===== config.mk =====
export PLATFORM = sky130hd
export DESIGN_NAME = akf_mul
export DESIGN_NICKNAME = d
export VERILOG_FILES = /design/src/akf_pkg.sv /design/src/akf_mul.sv
export SDC_FILE = /design/constraint.sdc
export NUM_CORES = 2
export LEC_CHECK = 0
export BUFFER_PORTS_ARGS = -buffer_cell sky130_fd_sc_hd__buf_2
export CAP_MARGIN = 10
export CORE_ASPECT_RATIO = 1.2
export CORE_MARGIN = 2
export CORE_UTILIZATION = 40
export CTS_CLUSTER_DIAMETER = 150
export DETAILED_ROUTE_END_ITERATION = 7
export HOLD_SLACK_MARGIN = 0.06
export PLACE_DENSITY_LB_ADDON = 0.1
export RECOVER_POWER = 50
export SKIP_LAST_GASP = 1
export SYNTH_ARGS = -nofsm -noshare
export SYNTH_HDL_FRONTEND = slang
export SYNTH_SLANG_ARGS = --single-unit

===== constraint.sdc =====
create_clock -name i_clk -period 11.35 [get_ports i_clk]
set_clock_uncertainty 0.15 [all_clocks]
set_input_delay 2.27 -clock i_clk [delete_from_list [all_inputs] [get_ports i_clk]]
set_output_delay 2.27 -clock i_clk [all_outputs]
set_load 0.01 [all_outputs]

===== src/akf_pkg.sv =====
// shared types, widths and saturation helpers for the altitude kalman filter
// used by akf_mul, akf_div and altitude_kalman_filter; no dependencies
package akf_pkg;

    // fixed-point layout
    localparam int Q_FRAC     = 16;   // q16.16 fraction bits
    localparam int WORD_W     = 32;   // state and measurement words
    localparam int DT_W       = 16;   // time step, q0.16
    localparam int COV_W      = 48;   // covariance entries, q24.24
    localparam int DEN_W      = COV_W + 1;
    localparam int NOISE_SH   = 8;    // q16.16 to q24.24
    localparam int PNQ_W      = 40;   // scaled process noise term
    localparam int ACC_W      = WORD_W + 2;
    localparam int SUM_W      = 66;   // wide adder for every saturating sum

    // shared multiplier: a (48 signed) times b (33 signed), floor shift by q_frac
    localparam int MUL_A_W    = COV_W;
    localparam int MUL_B_W    = WORD_W + 1;
    localparam int MUL_HI_W   = MUL_A_W - Q_FRAC;
    localparam int MUL_P_W    = 2 * MUL_B_W;
    localparam int MUL_R_W    = 64;

    localparam logic signed [COV_W-1:0]  COV_ONE     = COV_W'(64'd1 << 24);
    localparam logic [WORD_W-1:0]        NOISE_RESET = 32'h0001_0000;
    localparam logic signed [WORD_W-1:0] WORD_MAX    = 32'sh7FFF_FFFF;
    localparam logic signed [WORD_W-1:0] WORD_MIN    = 32'sh8000_0000;
    localparam logic signed [COV_W-1:0]  COV_MAX     = {1'b0, {(COV_W-1){1'b1}}};
    localparam logic signed [COV_W-1:0]  COV_MIN     = {1'b1, {(COV_W-1){1'b0}}};

    // action codes
    localparam logic [1:0] ACT_PROPAGATE   = 2'd0;
    localparam logic [1:0] ACT_UPD_DEFAULT = 2'd1;
    localparam logic [1:0] ACT_UPD_GIVEN   = 2'd2;
    localparam logic [1:0] ACT_UNUSED      = 2'd3;

    // register indexes
    localparam logic REG_PROCESS_NOISE = 1'b0;
    localparam logic REG_DEFAULT_NOISE = 1'b1;

    typedef struct packed {
        logic [1:0]               action;
        logic signed [WORD_W-1:0] accel;
        logic [DT_W-1:0]          step_time;
        logic signed [WORD_W-1:0] measured_altitude;
        logic [WORD_W-1:0]        measurement_noise;
    } t_in_word;

    typedef struct packed {
        logic signed [WORD_W-1:0] altitude_estimate;
        logic signed [WORD_W-1:0] velocity_estimate;
        logic                     saturated;
    } t_out_word;

    typedef struct packed {
        logic                     hit;
        logic signed [WORD_W-1:0] val;
    } t_sat32;

    typedef struct packed {
        logic                    hit;
        logic signed [COV_W-1:0] val;
    } t_sat48;

    function automatic t_sat32 sat32(input logic signed [SUM_W-1:0] x);
        t_sat32 r;
        r.hit = !((&x[SUM_W-1:WORD_W-1]) || !(|x[SUM_W-1:WORD_W-1]));
        if (r.hit) begin
            r.val = x[SUM_W-1] ? WORD_MIN : WORD_MAX;
        end else begin
            r.val = x[WORD_W-1:0];
        end
        return r;
    endfunction

    function automatic t_sat48 sat48(input logic signed [SUM_W-1:0] x);
        t_sat48 r;
        r.hit = !((&x[SUM_W-1:COV_W-1]) || !(|x[SUM_W-1:COV_W-1]));
        if (r.hit) begin
            r.val = x[SUM_W-1] ? COV_MIN : COV_MAX;
        end else begin
            r.val = x[COV_W-1:0];
        end
        return r;
    endfunction

endpackage


===== src/akf_mul.sv =====
// shared multiplier: floor(a * b / 2^16) with a 48-bit signed and b 33-bit signed
// one 33x33 multiplier used twice (low then high half of a); uses akf_pkg
module akf_mul (
    input  logic                                 i_clk,
    input  logic                                 i_rst_n,
    input  logic                                 i_start,
    input  logic signed [akf_pkg::MUL_A_W-1:0]   i_a,
    input  logic signed [akf_pkg::MUL_B_W-1:0]   i_b,
    output logic                                 o_done,
    output logic signed [akf_pkg::MUL_R_W-1:0]   o_res
);

    typedef enum logic [1:0] {S_IDLE, S_LO, S_HI, S_SUM} t_state;

    t_state                                   r_state;
    logic signed [akf_pkg::MUL_HI_W-1:0]      r_hi;
    logic [akf_pkg::Q_FRAC-1:0]               r_lo;
    logic signed [akf_pkg::MUL_B_W-1:0]       r_b;
    logic signed [akf_pkg::MUL_P_W-1:0]       r_prod;
    logic signed [akf_pkg::MUL_R_W-1:0]       r_acc;

    logic signed [akf_pkg::MUL_B_W-1:0]       opa;
    logic signed [akf_pkg::MUL_P_W-1:0]       prod;

    // low half goes in unsigned, high half carries the sign
    assign opa  = (r_state == S_LO) ? $signed(akf_pkg::MUL_B_W'(r_lo))
                                    : akf_pkg::MUL_B_W'(r_hi);
    assign prod = opa * r_b;

    always_ff @(posedge i_clk) begin
        if (!i_rst_n) begin
            r_state <= S_IDLE;
            o_done  <= 1'b0;
        end else begin
            o_done <= 1'b0;
            case (r_state)
                S_IDLE: begin
                    if (i_start) begin
                        r_hi    <= i_a[akf_pkg::MUL_A_W-1:akf_pkg::Q_FRAC];
                        r_lo    <= i_a[akf_pkg::Q_FRAC-1:0];
                        r_b     <= i_b;
                        r_state <= S_LO;
                    end
                end
                S_LO: begin
                    r_prod  <= prod;
                    r_state <= S_HI;
                end
                S_HI: begin
                    r_acc   <= akf_pkg::MUL_R_W'(r_prod >>> akf_pkg::Q_FRAC);
                    r_prod  <= prod;
                    r_state <= S_SUM;
                end
                S_SUM: begin
                    o_res   <= r_acc + $signed(r_prod[akf_pkg::MUL_R_W-1:0]);
                    o_done  <= 1'b1;
                    r_state <= S_IDLE;
                end
                default: r_state <= S_IDLE;
            endcase
        end
    end

endmodule


==> impl_summary.md <==
STA
The worst path uses 89.21% of the clock period. The setup violation total in the final timing report is 0. Setup repair after global routing left no endpoint under its margin. The max-slew violation count is 144.

The upper clock frequency limit is 0.09876 GHz. The final setup TNS is 0 ns. At the pin with the least slew margin, the transition time is 3.368 ns.

The number of endpoints with negative hold slack in the final report is 0. The clock period could shrink to 10.13 ns. The max-slew headroom at the worst pin is -124.6%.

Synth
For this run, asynchronously set or reset flops after synthesis account for 0%. For this run, the leading register cell type out of synthesis is edfxtp_1. fa_1 is the most common cell in the netlist. After technology mapping, the gate count stands at 5008. The post-synthesis cell type with the largest combined area is fa_1. The summed instance area of the synthesized netlist is 50190 um^2. Of the post-synthesis cell area, the dominant cell type holds 44.83%.

Synthesis inferred 264 register bits. For this run, the number of Yosys warnings is 0. After synthesis, the most frequently instantiated cells are 1124 x fa_1, 1106 x inv_1, 568 x nand2_1, 550 x and2_1, 283 x ha_1. By area the synthesized netlist is led by fa_1 45%, edfxtp_1 16%, inv_1 8.3%. The number of distinct standard cells referenced by the synthesized netlist is 68. The number of flops mapped to enable cells by yosys is 261. The number of nets handed over by synthesis was 6499. The fraction of the yosys area taken by sequential cells is 15.73%. Averaged over all synthesized cells, the footprint is 10.02 um^2.

Clocking
The count of H-tree levels built during CTS is 2. After clock tree synthesis, the clock-pin slew on the worst setup and hold paths is 0.06 ns. Counting every sink on the clock net gives 264. The clock buffer count from CTS is 36. In this run the deepest clock path goes through 3 buffers. In this run, post-CTS hold repair placed 0 buffers. The source-to-sink clock delay at the later pin of the worst-skew pair is 0.62 ns. TritonCTS built the clock tree. The buffer count from post-CTS setup fixing is 0. The number of instances resized during post-cts repair is 0. Clock tree synthesis selected as its root buffer the cell clkbuf_16.

Setup path
The startpoint of the worst register-to-register path is r_state[1]. At the worst endpoint, the arrival time is 10.32 ns. The element type at the critical path start is a flip-flop. The sort of element at the end of the critical path is a flip-flop. The register-to-register setup slack is 1.22 ns. For the worst flop-to-flop path, the logic depth is 27. The maximum net fanout on the critical path is 24. STA puts the critical path data required time at 11.55 ns.

The capture instance of the worst register-to-register path is r_prod[64]. The critical path is of the flip-flop to flip-flop type.

Drt
The first detailed-routing pass took 7 iterations. The residual antenna-violating net count after detailed routing is 0. The total via count in the routed design is 33780.

The first-iteration detailed-routing DRC count is 2007. The mean number of vias per cell is 5.040. The total DRC errors in the routed layout is 0. The final routed wirelength across all metal layers is 147.7 mm. After detailed routing, the average wire length per cell comes to 22.04 um.

Min path
The tightest min-delay check is of the flip-flop to flip-flop type. The terminating pin of the worst hold path is r_acc[49]. The launch instance of the worst min-delay path is r_prod[65]. Counting instances, the worst hold path has a depth of 0.

Run status
The run finished, with violations left. The checks that failed: max-capacitance violations, max-slew violations.

Global route
The number of global-route vias before repair is 37760. The first global-routing pass estimated 229.7 mm of wire. Global routing used 23.96% of the available tracks. For this run the aggregate overflow at the end of global routing stands at 0. The number of antenna violations at the first check in global routing is 0. Entering global routing, the biggest net connects 65 pins.

Place
The routability congestion estimate from global placement is 0.8885. The post-DP HPWL is 116.7 mm. The instance count after placement with tap cells included is 6634. Summing all placed instances gives a cell area of 52650 um^2. In this run the tool buffered the top-level ports with 148 buffer cells.

Floorplanning
The initial utilization of the core area, before any placement, comes to 40.24%. The core region is 124700 um^2. The die footprint is 128300 um^2. The number of rows created at floorplan is 142.

The floorplan die height is 392.0 um. 149 I/O pins were placed. The horizontal extent of the die is 327.4 um.

Cells and area
The final cell area excluding filler cells is 53860 um^2. The synthesis-to-finish area growth is 7.306%. The final non-filler cell total is 6702.

Fill cells in the final layout number 12320. The fraction of layout cells with a size suffix above 1 is 6.187%. The final core utilization is 43.18%. The number of nets in the final layout is 6507.

Job
Across the run, the number of max-cap violations was 3.
-- sequential cells by signal, summed over array words and instances, names as in the netlist --
register  flops
o_done        1
o_res        64
r_acc        50
r_b          33
r_hi         32
r_lo         16
r_prod       66
r_state       2
-- worst max-delay path by stage --
stage	startpoint	slack (ns)	end
after floorplan	r_state[1]	2.23	r_prod[64]
after global placement	r_state[1]	1.82	r_prod[64]
after detailed placement	r_state[1]	1.73	r_prod[64]
after CTS	r_state[1]	1.73	r_prod[64]
after global routing	r_state[1]	0.77	r_prod[51]
final	r_state[1]	1.22	r_prod[64]
-- per-stage QoR --
stage                     hold WS [ns]  worst slack, ns
after floorplan                 0.2503            2.233
after global placement          0.2646            1.817
after detailed placement        0.2653            1.735
after CTS                       0.2793            1.732
after global routing            0.3012           0.7717
final                           0.2787            1.225
-- final cells by class --
class,instances,area (um^2),area share [%]
clock buffers,42,923.4,1.714
clock inverters,23,302.8,0.5622
flip-flops and latches,264,7898,14.66
inverters,1106,4151,7.708
multi-input cells,3394,37280,69.22
repair buffers,214,1224,2.272
diodes,3,7.507,0.01394
well taps,1656,2072,3.847
-- worst max-delay path, stage by stage, from the launching register on --
cell      delay, ns
dfxtp_1        0.34
inv_1          0.09
ha_1           1.13
nor2b_2        0.36
buf_4          0.36
nand2_1        0.14
inv_1          0.11
fa_1           0.59
fa_1           0.64
fa_2           0.64
fa_1           0.61
buf_4          0.32
fa_1           0.51
fa_1           0.51
fa_1           0.49
inv_1          0.06
fa_1           0.48
inv_1          0.04
ha_1           0.42
and3_1         0.31
and4_1         0.25
nand2_1        0.10
nor2_1         0.13
o211ai_1       0.12
o21ai_1        0.16
o21ai_1        0.19
o41ai_1        0.46
xor2_1         0.10
-- layer usage --
layer | wire (um) | part of all wire, % | track usage (%)
met2 | 74830 | 51 | 42.56
met4 | 4543 | 3.1 | 6.864
met1 | 61840 | 42 | 30.65
met3 | 6479 | 4.4 | 2.826
met5 | 0 | 0 | 0
-- kinds of logic (layout without fill, tap and decap cells) --
kind of cell / count (synthesis) / count (layout) / share of synthesized area, %
buffers and inverters: 1350 / 1385 / 10.10
muxes: 20 / 20 / 0.4387
other: 0 / 3 / 0
adders and majority gates: 1407 / 1407 / 51.88
and+or+nand+nor: 1417 / 1417 / 14.20
xor gates and xnor gates: 130 / 130 / 2.268
AOI/OAI and AO/OA: 420 / 420 / 5.374
DFF: 264 / 264 / 15.73
-- cells in the final DEF, fill, tap and decap left out, types with 21 or more instances in the layout --
cell,count
a21o_1,67
a21oi_1,133
and2_1,547
buf_2,144
buf_4,64
clkbuf_16,36
edfxtp_1,261
fa_1,1123
ha_1,283
inv_1,1106
nand2_1,568
nand3_1,32
nand4_1,34
nor2_1,116
nor2b_1,21
nor3_1,22
o21ai_0,72
o21bai_1,22
xnor2_1,95
xor2_1,35
Power is left out: the tool's default activity adds up to more than one toggle a clock period on the data nets, which glitch-free logic cannot reach.
