File: config.mk
export PLATFORM = sky130hd
export DESIGN_NAME = akf_div
export DESIGN_NICKNAME = d
export VERILOG_FILES = /design/src/akf_pkg.sv /design/src/akf_div.sv
export SDC_FILE = /design/constraint.sdc
export NUM_CORES = 1
export LEC_CHECK = 0
export ABC_AREA = 1
export BUFFER_PORTS_ARGS = -buffer_cell sky130_fd_sc_hd__buf_4
export CELL_PAD_IN_SITES_DETAIL_PLACEMENT = 1
export CELL_PAD_IN_SITES_GLOBAL_PLACEMENT = 1
export CORE_MARGIN = 5
export CORE_UTILIZATION = 39
export DETAILED_ROUTE_END_ITERATION = 12
export PLACE_DENSITY_LB_ADDON = 0.1
export SLEW_MARGIN = 20
export SYNTH_ARGS = -nofsm -noshare
export SYNTH_HDL_FRONTEND = slang
export SYNTH_SLANG_ARGS = --single-unit
File: constraint.sdc
create_clock -name i_clk -period 7.1 [get_ports i_clk]
set_clock_uncertainty 0.05 [all_clocks]
set_input_delay 1.065 -clock i_clk [delete_from_list [all_inputs] [get_ports i_clk]]
set_output_delay 1.065 -clock i_clk [all_outputs]
set_load 0.01 [all_outputs]
File: src/akf_pkg.sv
// shared types, widths and saturation helpers for the altitude kalman filter
// used by akf_mul, akf_div and altitude_kalman_filter; no dependencies
package akf_pkg;

    // fixed-point layout
    localparam int Q_FRAC     = 16;   // q16.16 fraction bits
    localparam int WORD_W     = 32;   // state and measurement words
    localparam int DT_W       = 16;   // time step, q0.16
    localparam int COV_W      = 48;   // covariance entries, q24.24
    localparam int DEN_W      = COV_W + 1;
    localparam int NOISE_SH   = 8;    // q16.16 to q24.24
    localparam int PNQ_W      = 40;   // scaled process noise term
    localparam int ACC_W      = WORD_W + 2;
    localparam int SUM_W      = 66;   // wide adder for every saturating sum

    // shared multiplier: a (48 signed) times b (33 signed), floor shift by q_frac
    localparam int MUL_A_W    = COV_W;
    localparam int MUL_B_W    = WORD_W + 1;
    localparam int MUL_HI_W   = MUL_A_W - Q_FRAC;
    localparam int MUL_P_W    = 2 * MUL_B_W;
    localparam int MUL_R_W    = 64;

    localparam logic signed [COV_W-1:0]  COV_ONE     = COV_W'(64'd1 << 24);
    localparam logic [WORD_W-1:0]        NOISE_RESET = 32'h0001_0000;
    localparam logic signed [WORD_W-1:0] WORD_MAX    = 32'sh7FFF_FFFF;
    localparam logic signed [WORD_W-1:0] WORD_MIN    = 32'sh8000_0000;
    localparam logic signed [COV_W-1:0]  COV_MAX     = {1'b0, {(COV_W-1){1'b1}}};
    localparam logic signed [COV_W-1:0]  COV_MIN     = {1'b1, {(COV_W-1){1'b0}}};

    // action codes
    localparam logic [1:0] ACT_PROPAGATE   = 2'd0;
    localparam logic [1:0] ACT_UPD_DEFAULT = 2'd1;
    localparam logic [1:0] ACT_UPD_GIVEN   = 2'd2;
    localparam logic [1:0] ACT_UNUSED      = 2'd3;

    // register indexes
    localparam logic REG_PROCESS_NOISE = 1'b0;
    localparam logic REG_DEFAULT_NOISE = 1'b1;

    typedef struct packed {
        logic [1:0]               action;
        logic signed [WORD_W-1:0] accel;
        logic [DT_W-1:0]          step_time;
        logic signed [WORD_W-1:0] measured_altitude;
        logic [WORD_W-1:0]        measurement_noise;
    } t_in_word;

    typedef struct packed {
        logic signed [WORD_W-1:0] altitude_estimate;
        logic signed [WORD_W-1:0] velocity_estimate;
        logic                     saturated;
    } t_out_word;

    typedef struct packed {
        logic                     hit;
        logic signed [WORD_W-1:0] val;
    } t_sat32;

    typedef struct packed {
        logic                    hit;
        logic signed [COV_W-1:0] val;
    } t_sat48;

    function automatic t_sat32 sat32(input logic signed [SUM_W-1:0] x);
        t_sat32 r;
        r.hit = !((&x[SUM_W-1:WORD_W-1]) || !(|x[SUM_W-1:WORD_W-1]));
        if (r.hit) begin
            r.val = x[SUM_W-1] ? WORD_MIN : WORD_MAX;
        end else begin
            r.val = x[WORD_W-1:0];
        end
        return r;
    endfunction

    function automatic t_sat48 sat48(input logic signed [SUM_W-1:0] x);
        t_sat48 r;
        r.hit = !((&x[SUM_W-1:COV_W-1]) || !(|x[SUM_W-1:COV_W-1]));
        if (r.hit) begin
            r.val = x[SUM_W-1] ? COV_MIN : COV_MAX;
        end else begin
            r.val = x[COV_W-1:0];
        end
        return r;
    endfunction

endpackage

File: src/akf_div.sv
// gain divider: signed q16.16 quotient of two q24.24 values, saturating
// restoring division, one quotient bit a cycle; uses akf_pkg
module akf_div (
    input  logic                                 i_clk,
    input  logic                                 i_rst_n,
    input  logic                                 i_start,
    input  logic signed [akf_pkg::COV_W-1:0]     i_num,
    input  logic signed [akf_pkg::DEN_W-1:0]     i_den,
    output logic                                 o_done,
    output logic signed [akf_pkg::WORD_W-1:0]    o_quot,
    output logic                                 o_sat
);

    typedef enum logic [1:0] {D_IDLE, D_CHECK, D_RUN, D_FIN} t_state;

    localparam int CNT_W = $clog2(akf_pkg::WORD_W);

    t_state                          r_state;
    logic                            r_neg;
    logic                            r_zero;
    logic                            r_ovf;
    logic [akf_pkg::COV_W-1:0]       r_mn;
    logic [akf_pkg::DEN_W-1:0]       r_md;
    logic [akf_pkg::DEN_W-1:0]       r_rem;
    logic [akf_pkg::WORD_W-1:0]      r_low;
    logic [CNT_W-1:0]                r_cnt;

    logic [akf_pkg::DEN_W:0]         trial;
    logic                            ge;
    logic [akf_pkg::DEN_W:0]         diff;

    assign trial = {r_rem, r_low[akf_pkg::WORD_W-1]};
    assign ge    = trial >= {1'b0, r_md};
    assign diff  = trial - {1'b0, r_md};

    always_ff @(posedge i_clk) begin
        if (!i_rst_n) begin
            r_state <= D_IDLE;
            o_done  <= 1'b0;
        end else begin
            o_done <= 1'b0;
            case (r_state)
                D_IDLE: begin
                    if (i_start) begin
                        // zero divisor takes its sign from the numerator alone
                        r_neg  <= (i_den == '0) ? i_num[akf_pkg::COV_W-1]
                                 : (i_num[akf_pkg::COV_W-1] ^ i_den[akf_pkg::DEN_W-1]);
                        r_zero <= (i_den == '0);
                        r_mn   <= i_num[akf_pkg::COV_W-1] ? -i_num : i_num;
                        r_md   <= i_den[akf_pkg::DEN_W-1] ? -i_den : i_den;
                        r_state <= D_CHECK;
                    end
                end
                D_CHECK: begin
                    // quotient of 2^32 or more cannot fit either sign
                    if (r_zero || ({17'b0, r_mn} >= {r_md, 16'b0})) begin
                        r_ovf   <= 1'b1;
                        r_state <= D_FIN;
                    end else begin
                        r_ovf   <= 1'b0;
                        r_rem   <= akf_pkg::DEN_W'(r_mn[akf_pkg::COV_W-1:akf_pkg::Q_FRAC]);
                        r_low   <= {r_mn[akf_pkg::Q_FRAC-1:0], 16'b0};
                        r_cnt   <= '0;
                        r_state <= D_RUN;
                    end
                end
                D_RUN: begin
                    r_rem <= ge ? diff[akf_pkg::DEN_W-1:0] : trial[akf_pkg::DEN_W-1:0];
                    r_low <= {r_low[akf_pkg::WORD_W-2:0], ge};
                    r_cnt <= r_cnt + 1'b1;
                    if (r_cnt == CNT_W'(akf_pkg::WORD_W - 1)) begin
                        r_state <= D_FIN;
                    end
                end
                D_FIN: begin
                    o_done  <= 1'b1;
                    r_state <= D_IDLE;
                    if (r_ovf) begin
                        o_quot <= r_neg ? akf_pkg::WORD_MIN : akf_pkg::WORD_MAX;
                        o_sat  <= 1'b1;
                    end else if (r_neg) begin
                        if (r_low > 32'h8000_0000) begin
                            o_quot <= akf_pkg::WORD_MIN;
                            o_sat  <= 1'b1;
                        end else begin
                            o_quot <= -$signed(r_low);
                            o_sat  <= 1'b0;
                        end
                    end else if (r_low[akf_pkg::WORD_W-1]) begin
                        o_quot <= akf_pkg::WORD_MAX;
                        o_sat  <= 1'b1;
                    end else begin
                        o_quot <= $signed(r_low);
                        o_sat  <= 1'b0;
                    end
                end
                default: r_state <= D_IDLE;
            endcase
        end
    end

endmodule
==> results of run 1 <==
## cell usage in the layout, fill, tap and decap left out, drive strengths merged, types with 4 or more instances in the layout
| cell type | count |
|---|---|
| edfxtp | 219 |
| nor4 | 14 |
| ha | 90 |
| or2 | 5 |
| inv | 373 |
| o21ai | 146 |
| clkinv | 11 |
| nor3 | 63 |
| nand3 | 153 |
| nand2 | 516 |
| o22ai | 12 |
| xnor2 | 41 |
| bufinv | 4 |
| nor2 | 318 |
| o21bai | 10 |
| o31ai | 7 |
| a21o | 10 |
| nor3b | 4 |
| a31oi | 8 |
| xor2 | 94 |
| a21oi | 100 |
| clkbuf | 33 |
| buf | 139 |
| nand4 | 80 |
## critical path, delay by kind of cell (launching register included)
kind                       cells  cell delay (ns)
and+or+nand+nor                5             2.25
DFF                            1             1.07
buffers and inverters          2             0.45
adders and majority gates      1             0.38
AOI/OAI and AO/OA              1             0.20
## sequential cells by signal, summed over array words and instances, names as in the netlist
signal and count:
r_rem 49, o_done 1, r_md 49, o_sat 1, r_ovf 1, r_state 2
r_low 32, r_cnt 5, r_zero 1, o_quot 32, r_neg 1, r_mn 48
## metal layers
| layer | GRT usage, % | vias up |
|---|---|---|
| li1 | - | 7951 |
| met3 | 2.50 | 66 |
| met4 | 5.10 | 0 |
| met1 | 34.3 | 7838 |
| met2 | 40.6 | 333 |
| met5 | 0 | - |
## per-stage QoR
| step | utilization [%] | power (W) | setup slack (ns) | hold slack, ns | instance area (µm²) |
|---|---|---|---|---|---|
| 2_1_floorplan | - | 0.00385 | 1.22 | 0.430 | 17300 |
| 3_3_place_gp | 42.8 | 0.00467 | 2.53 | 0.454 | 18900 |
| 3_5_place_dp | 42.8 | 0.00473 | 2.38 | 0.473 | 18900 |
| 4_1_cts | 44.8 | 0.00616 | 2.37 | 0.479 | 19800 |
| 5_1_grt | 44.8 | 0.00655 | 1.98 | 0.515 | 19800 |
| 6_report | 44.8 | 0.00614 | 2.34 | 0.473 | 19800 |
## worst min path at each step
| stage | start | end | cells past startpoint |
|---|---|---|---|
| 6_report | r_state[0] | r_state[0] | 2 |
| 3_5_place_dp | r_state[0] | r_state[0] | 2 |
| 3_3_place_gp | r_state[0] | r_state[0] | 2 |
| 4_1_cts | r_state[0] | r_state[0] | 2 |
| 2_1_floorplan | r_state[0] | r_state[0] | 2 |
| 5_1_grt | r_state[0] | r_state[0] | 2 |
## cells by family (layout without fill, tap and decap cells)
family	Yosys count	after routing
adders and majority gates	91	91
xor gates and xnor gates	135	135
and+or+nand+nor	1159	1159
DFF	222	222
buffers and inverters	427	560
AOI/OAI and AO/OA	304	304
## power breakdown
| group | leakage (nW) | switching, W | internal [W] |
|---|---|---|---|
| registers | 2.05 | 0.000207 | 0.00182 |
| logic | 6.27 | 0.00188 | 0.000836 |
| clock network | 0.431 | 0.000562 | 0.000838 |
| total | 8.75 | 0.00265 | 0.00350 |
## cell type report
type	count	area (µm²)	share of cell area, %
sequential	222	6640	33.6
clock buffer	33	698	3.53
timing repair buffer	139	1040	5.28
clock inverter	14	171	0.868
multi-input combinational	1689	9060	45.9
tap	592	741	3.75
inverter	374	1410	7.12
==> results.md, run 1 <==
* Outcome: finished, final reports clean
* Top cell type's share of synthesized area at ~38%
* Worst Hold Class: reg2reg
* Crit path launch: r_low[31]
* Cells after Synth at approximately 2,300
* Vias in the first global route at 16,634
* Filler cells at 5,615
* Largest net degree at the start of global routing at 69
* Clk slew on worst S/H paths at 0.06 ns
* DP HPWL at 50,200 µm
* CTS Root Cell: clkbuf_16
* Count leader, synth: nand2_1
* Area share of fa/ha/maj cells after synthesis at about 6.6%
* Deepest clock path buffer count at 3
* Setup TNS at 0 ns
* Min Tclk post-route at between 4 and 5 ns
* Syn avg cell area at about 7.4 µm²
* Global-route usage over all layers at 24.3%
* Final Hold Fails at 0
* Post-Synthesis Net Count at approximately 2,500
* Post-synthesis register bit count at 222
* Synth Area in Compound Gates at 9.63%
* First-pass GRT wire length at ~95,000 µm
* Finished Layout Cells at 3,063
* CP Class: reg2reg
* Post-route DRC at 0
* DRT antenna net count at 0
* Crit path max fanout at 55
* Peak supply drop at ~0.19 mV
* CP cell instances: inv_1 > ha_1 > nand2_1 > nor4_2 > nand4_2 > nand3_4 > inv_4 > a21oi_1 > nor2_1
* Number of distinct library cells after synthesis at 53
* Largest cells by area after synthesis: edfxtp_1 (38%), nand2_1 (11%), inv_1 (7.9%), nor2_1 (6.8%), ha_1 (6.5%)
* Inserted Clock Buffers at 27
* Port bufs at 133
* I/O pin count at about 130
* 1st-iter DRT viols at 1,036
* Lkg Pwr at 8.75 nW
* Worst r2r dst: r_rem[35]
* Fin nets at about 2,600
* # rows at 77
* RSZ-0062 raised after global routing: false
* Main combinational cell family by area after synthesis: simple AND/OR/NAND/NOR gates
* CTS tree: done
* Die Width at between 200 and 250 µm
* PD cells at around 310 mW/mm²
* Initial antenna violation count at 0
* Initial Util at 39.3%
* Critical Path Start Type: flop
* Total gr overflow at 0
* Seq/Total Area, Yosys at 38.3%
* Synthesis Warnings at 0
* Arr. time, crit path at 5.02 ns
* Post-synthesis xor/xnor area fraction at under 10%
* Req. time, crit path at 7.36 ns
* Top layer used by detailed routing: met4
* R2R Setup Slk at 2.34 ns
* Diode count at 0
* Setup violators final at 0
* Vias per inst at 5.29
* Slowest CP cell: edfxtp_1
* Post-synth EDFFs at roughly 220
* CP Capture Type: flop
* Max-Cap Viols at 0
* Slew at the pin closest to its max-slew limit at 1.11 ns
* Final Slew Violations at 0
* Met3 wire len at 2430 µm
* Gp weighted congestion at 0.953
* Post-synth top cells: nand2_1 (507), inv_1 (367), nor2_1 (313), edfxtp_1 (219), nand3_1 (141)
* Setup crit end: r_rem[35]
* Post-Place Cells at 3,016
* WL met1 at about 29,000 µm
* Depth of the most critical reg-to-reg path at 9
* Reg-to-reg critical path startpoint: r_low[31]
* Fraction of layout instances using a drive strength above 1 at a little under a tenth
* Synth Area in Simple Gates at about 29%
* # clock sinks at 222
* DR WL met2 at 28,900 µm
* H-Tree Depth at 1
* Post-cts resize count at 0
* Skew-Pair Late Insertion Delay at 0.56 ns
* Mux share of post-synthesis cell area at 0%
* Core area at 0.0441 mm²
* Setup bufs post-CTS at 0
* Mapped cell area at 0.0173 mm²
* First-pass DRT Iterations at 5
* Height of the chip at 221 µm
* Post-synth ARST share at 0%
* Max frequency at 210 MHz
* DR vias at 16,188
* Area growth syn-to-layout at 13.9%
* Crit path largest cell delay at 1.07 ns
* Detailed Route WL at 61,600 µm
* Routed len/inst at 20.1 µm
* Slew headroom at 25.5%
* Crit share post-route at between 60% and 70%
* Commonest register cell after synthesis: edfxtp_1
* Hold-fix buffer count after cts at 0
* Die area at approximately 0.05 mm²
* Leading area contributor after synthesis: edfxtp_1
Power figures use the tool's default switching activity.
==> run 2: changes to the inputs <==
==> constraint.sdc (replaced) <==
create_clock -name i_clk -period 4.35 [get_ports i_clk]
set_clock_uncertainty 0.05 [all_clocks]
set_input_delay 0.6525 -clock i_clk [delete_from_list [all_inputs] [get_ports i_clk]]
set_output_delay 0.6525 -clock i_clk [all_outputs]
set_load 0.01 [all_outputs]
==> run 2 against run 1 <==
Utilization is 0.36 points higher; final area is 0.80% higher; total power is 65% higher; register-to-register slack worse by 1.7 ns; die area stayed put; count of clock-buffer cells in the layout is 4 lower; first-iteration DRC count is 9.0% higher; sequential share of layout area is 0.27 points lower; via count is 0.90% higher; maximum frequency is 29% higher; clock power is 66% higher; largest power group unchanged; highest routed layer unchanged.
==> results.md, run 2 (synthesis results as in run 1) <==
* Clk slew on worst S/H paths at approximately 0.07 ns
* Fin nets at 2,658
* Max-Cap Viols at 0
* Hold-fix buffer count after cts at 0
* Max frequency at 272 MHz
* CTS tree: done
* Worst Hold Class: in2reg
* CTS Root Cell: clkbuf_16
* Sw Share at between 40 and 50%
* Req. time, crit path at 4.63 ns
* Peak supply drop at 0.332 mV
* Most frequent CP cell: nand2_2
* Routed len/inst at 20.6 µm
* Port bufs at 133
* Commonest cells after routing, fill and taps aside: nand2_1 (507), inv_1 (367), nor2_1 (311)
* I/O pin count at 134
* First-pass GRT wire length at approximately 100,000 µm
* Gp weighted congestion at between 0.9 and 1
* Inserted Clock Buffers at 27
* Depth of the most critical reg-to-reg path at 16
* Psw at about 0.0044 W
* WHS Endpoint: r_mn[0]
* DP HPWL at between 50,000 and 60,000 µm
* Crit path largest cell delay at 0.56 ns
* Skew-Pair Late Insertion Delay at a little under 0.6 ns
* Deepest clock path buffer count at 3
* Biggest regs: r_md x49, r_rem x49, r_mn x48
* Int Power at 0.00571 W
* Fraction of layout instances using a drive strength above 1 at 9.89%
* Crit path max fanout at 34
* Critical Path Start Type: flop
* Vias per inst at between 5 and 6
* Die area at around 0.05 mm²
* Flop pwr share at 32.3%
* Setup TNS at 0 ns
* Initial antenna violation count at 1
* Crit share post-route at about 85%
* Total gr overflow at 0
* Clock share of power at between 20% and 30%
* Largest net degree at the start of global routing at between 60 and 70
* Outcome: finished, final reports clean
* Setup violators final at 0
* Initial Util at around 39%
* Arr. time, crit path at 3.96 ns
* DR vias at 16,333
* First-pass DRT Iterations at 5
* Hold path cells at 1
* DRT antenna net count at 0
* Slew at the pin closest to its max-slew limit at 0.890 ns
* Lkg Pwr at 8.82 nW
* # rows at 77
* Gate power share at 44.9%
* Worst r2r dst: r_rem[31]
* # clock sinks at 222
* Height of the chip at 221 µm
* Final Slew Violations at 0
* H-Tree Depth at 1
* Final Hold Fails at 0
* Die Width at 221 µm
* Vias in the first global route at between 15,000 and 20,000
* Post-cts resize count at 0
* Detailed Route WL at 63,500 µm
* R2R Setup Slk at ~0.67 ns
* Core area at 0.0441 mm²
* Reg-to-reg critical path startpoint: r_low[31]
* Global-route usage over all layers at 25.4%
* Slowest CP cell: nand3_4
* CP Class: reg2reg
* RSZ-0062 raised after global routing: false
* Area growth syn-to-layout at 14.8%
* PD cells at 510 mW/mm²
* Critical hold path startpoint: i_num[0]
* Post-route DRC at 0
* Min Tclk post-route at about 3.7 ns
* 1st-iter DRT viols at 1,129
* CP cell instances: inv_1 > ha_1 > fa_1 > o21ai_2 > nand2_2 > nand2_2 > nand2_2 > nand2_4 > nand2_2 > nand2_2 > nand2_4 > nand3_4 > buf_4 > nand3_2 > nand3_1 > nand2_1
* Leading cell type in the layout, fill and taps excluded: nand2_1
* Slew headroom at between 40% and 50%
* Setup bufs post-CTS at 0
* WHS at 0.250 ns
* CP Capture Type: flop
## run 2: cell types whose count changed in the layout (fill, tap and decap cells not counted)
cell        before  now
buf_12           0    2
clkbuf_1         6    2
bufinv_16        4    3
diode_2          0    1
clkinv_2         7    6
inv_16           0    1
clkinvlp_4       0    5
inv_2            5    4
clkinv_4         0    2
inv_1          366  367
buf_4          139  151
## run 2: worst max-delay path by stage
| stage | start | end | slack (ns) | cells after the start |
|---|---|---|---|---|
| floorplan | r_mn[40] | r_cnt[0] | 0.17 | 11 |
| detailed placement | r_low[31] | r_rem[45] | 0.65 | 16 |
| finish | r_low[31] | r_rem[31] | 0.67 | 16 |
| global route | r_low[31] | r_rem[46] | 0.41 | 16 |
| CTS | r_low[31] | r_rem[32] | 0.65 | 16 |
| global placement | r_md[0] | r_rem[45] | 0.76 | 15 |
## run 2: layout make-up
class | count | area, µm²
Inverter | 374 | 1410
Clock buffer | 29 | 683
Timing Repair Buffer | 153 | 1170
Tap cell | 592 | 741
Clock inverter | 20 | 211
Fill cell | 5598 | 24200
Sequential cell | 222 | 6640
Multi-Input combinational cell | 1689 | 9060
Antenna cell | 1 | 2.50
## run 2: routing by layer
layer	global-route usage (%)	share of wire, %
met2	42.3	47
met3	2.61	4.4
met1	36.1	47
met5	0	0
met4	5.18	2.1
## run 2: worst max-delay path, delay by kind of cell (launching register included)
family	cells	cell delay (ns)
AO/OA/AOI/OAI	1	0.29
adder cells (fa/ha/maj)	2	0.69
buffers and inverters	2	0.48
flip-flops	1	0.35
AND/OR/NAND/NOR	11	1.55
## run 2: power groups by stage
stage	sequential, W	combinational [W]	clock, W
floorplan	0.00322	0.00305	0
global placement	0.00330	0.00443	0
detailed placement	0.00331	0.00452	0
CTS	0.00328	0.00454	0.00236
global route	0.00332	0.00506	0.00246
finish	0.00328	0.00456	0.00232
## run 2: metrics by stage
step,power [W],cell area [µm²],setup WS (ns),std cells,util (%)
2_1_floorplan,0.00627,17300,0.167,2338,-
3_3_place_gp,0.00772,19000,0.765,3030,43.1
3_5_place_dp,0.00783,19000,0.654,3030,43.1
4_1_cts,0.0102,19900,0.646,3079,45.1
5_1_grt,0.0108,19900,0.415,3079,45.1
6_report,0.0102,19900,0.669,3080,45.1
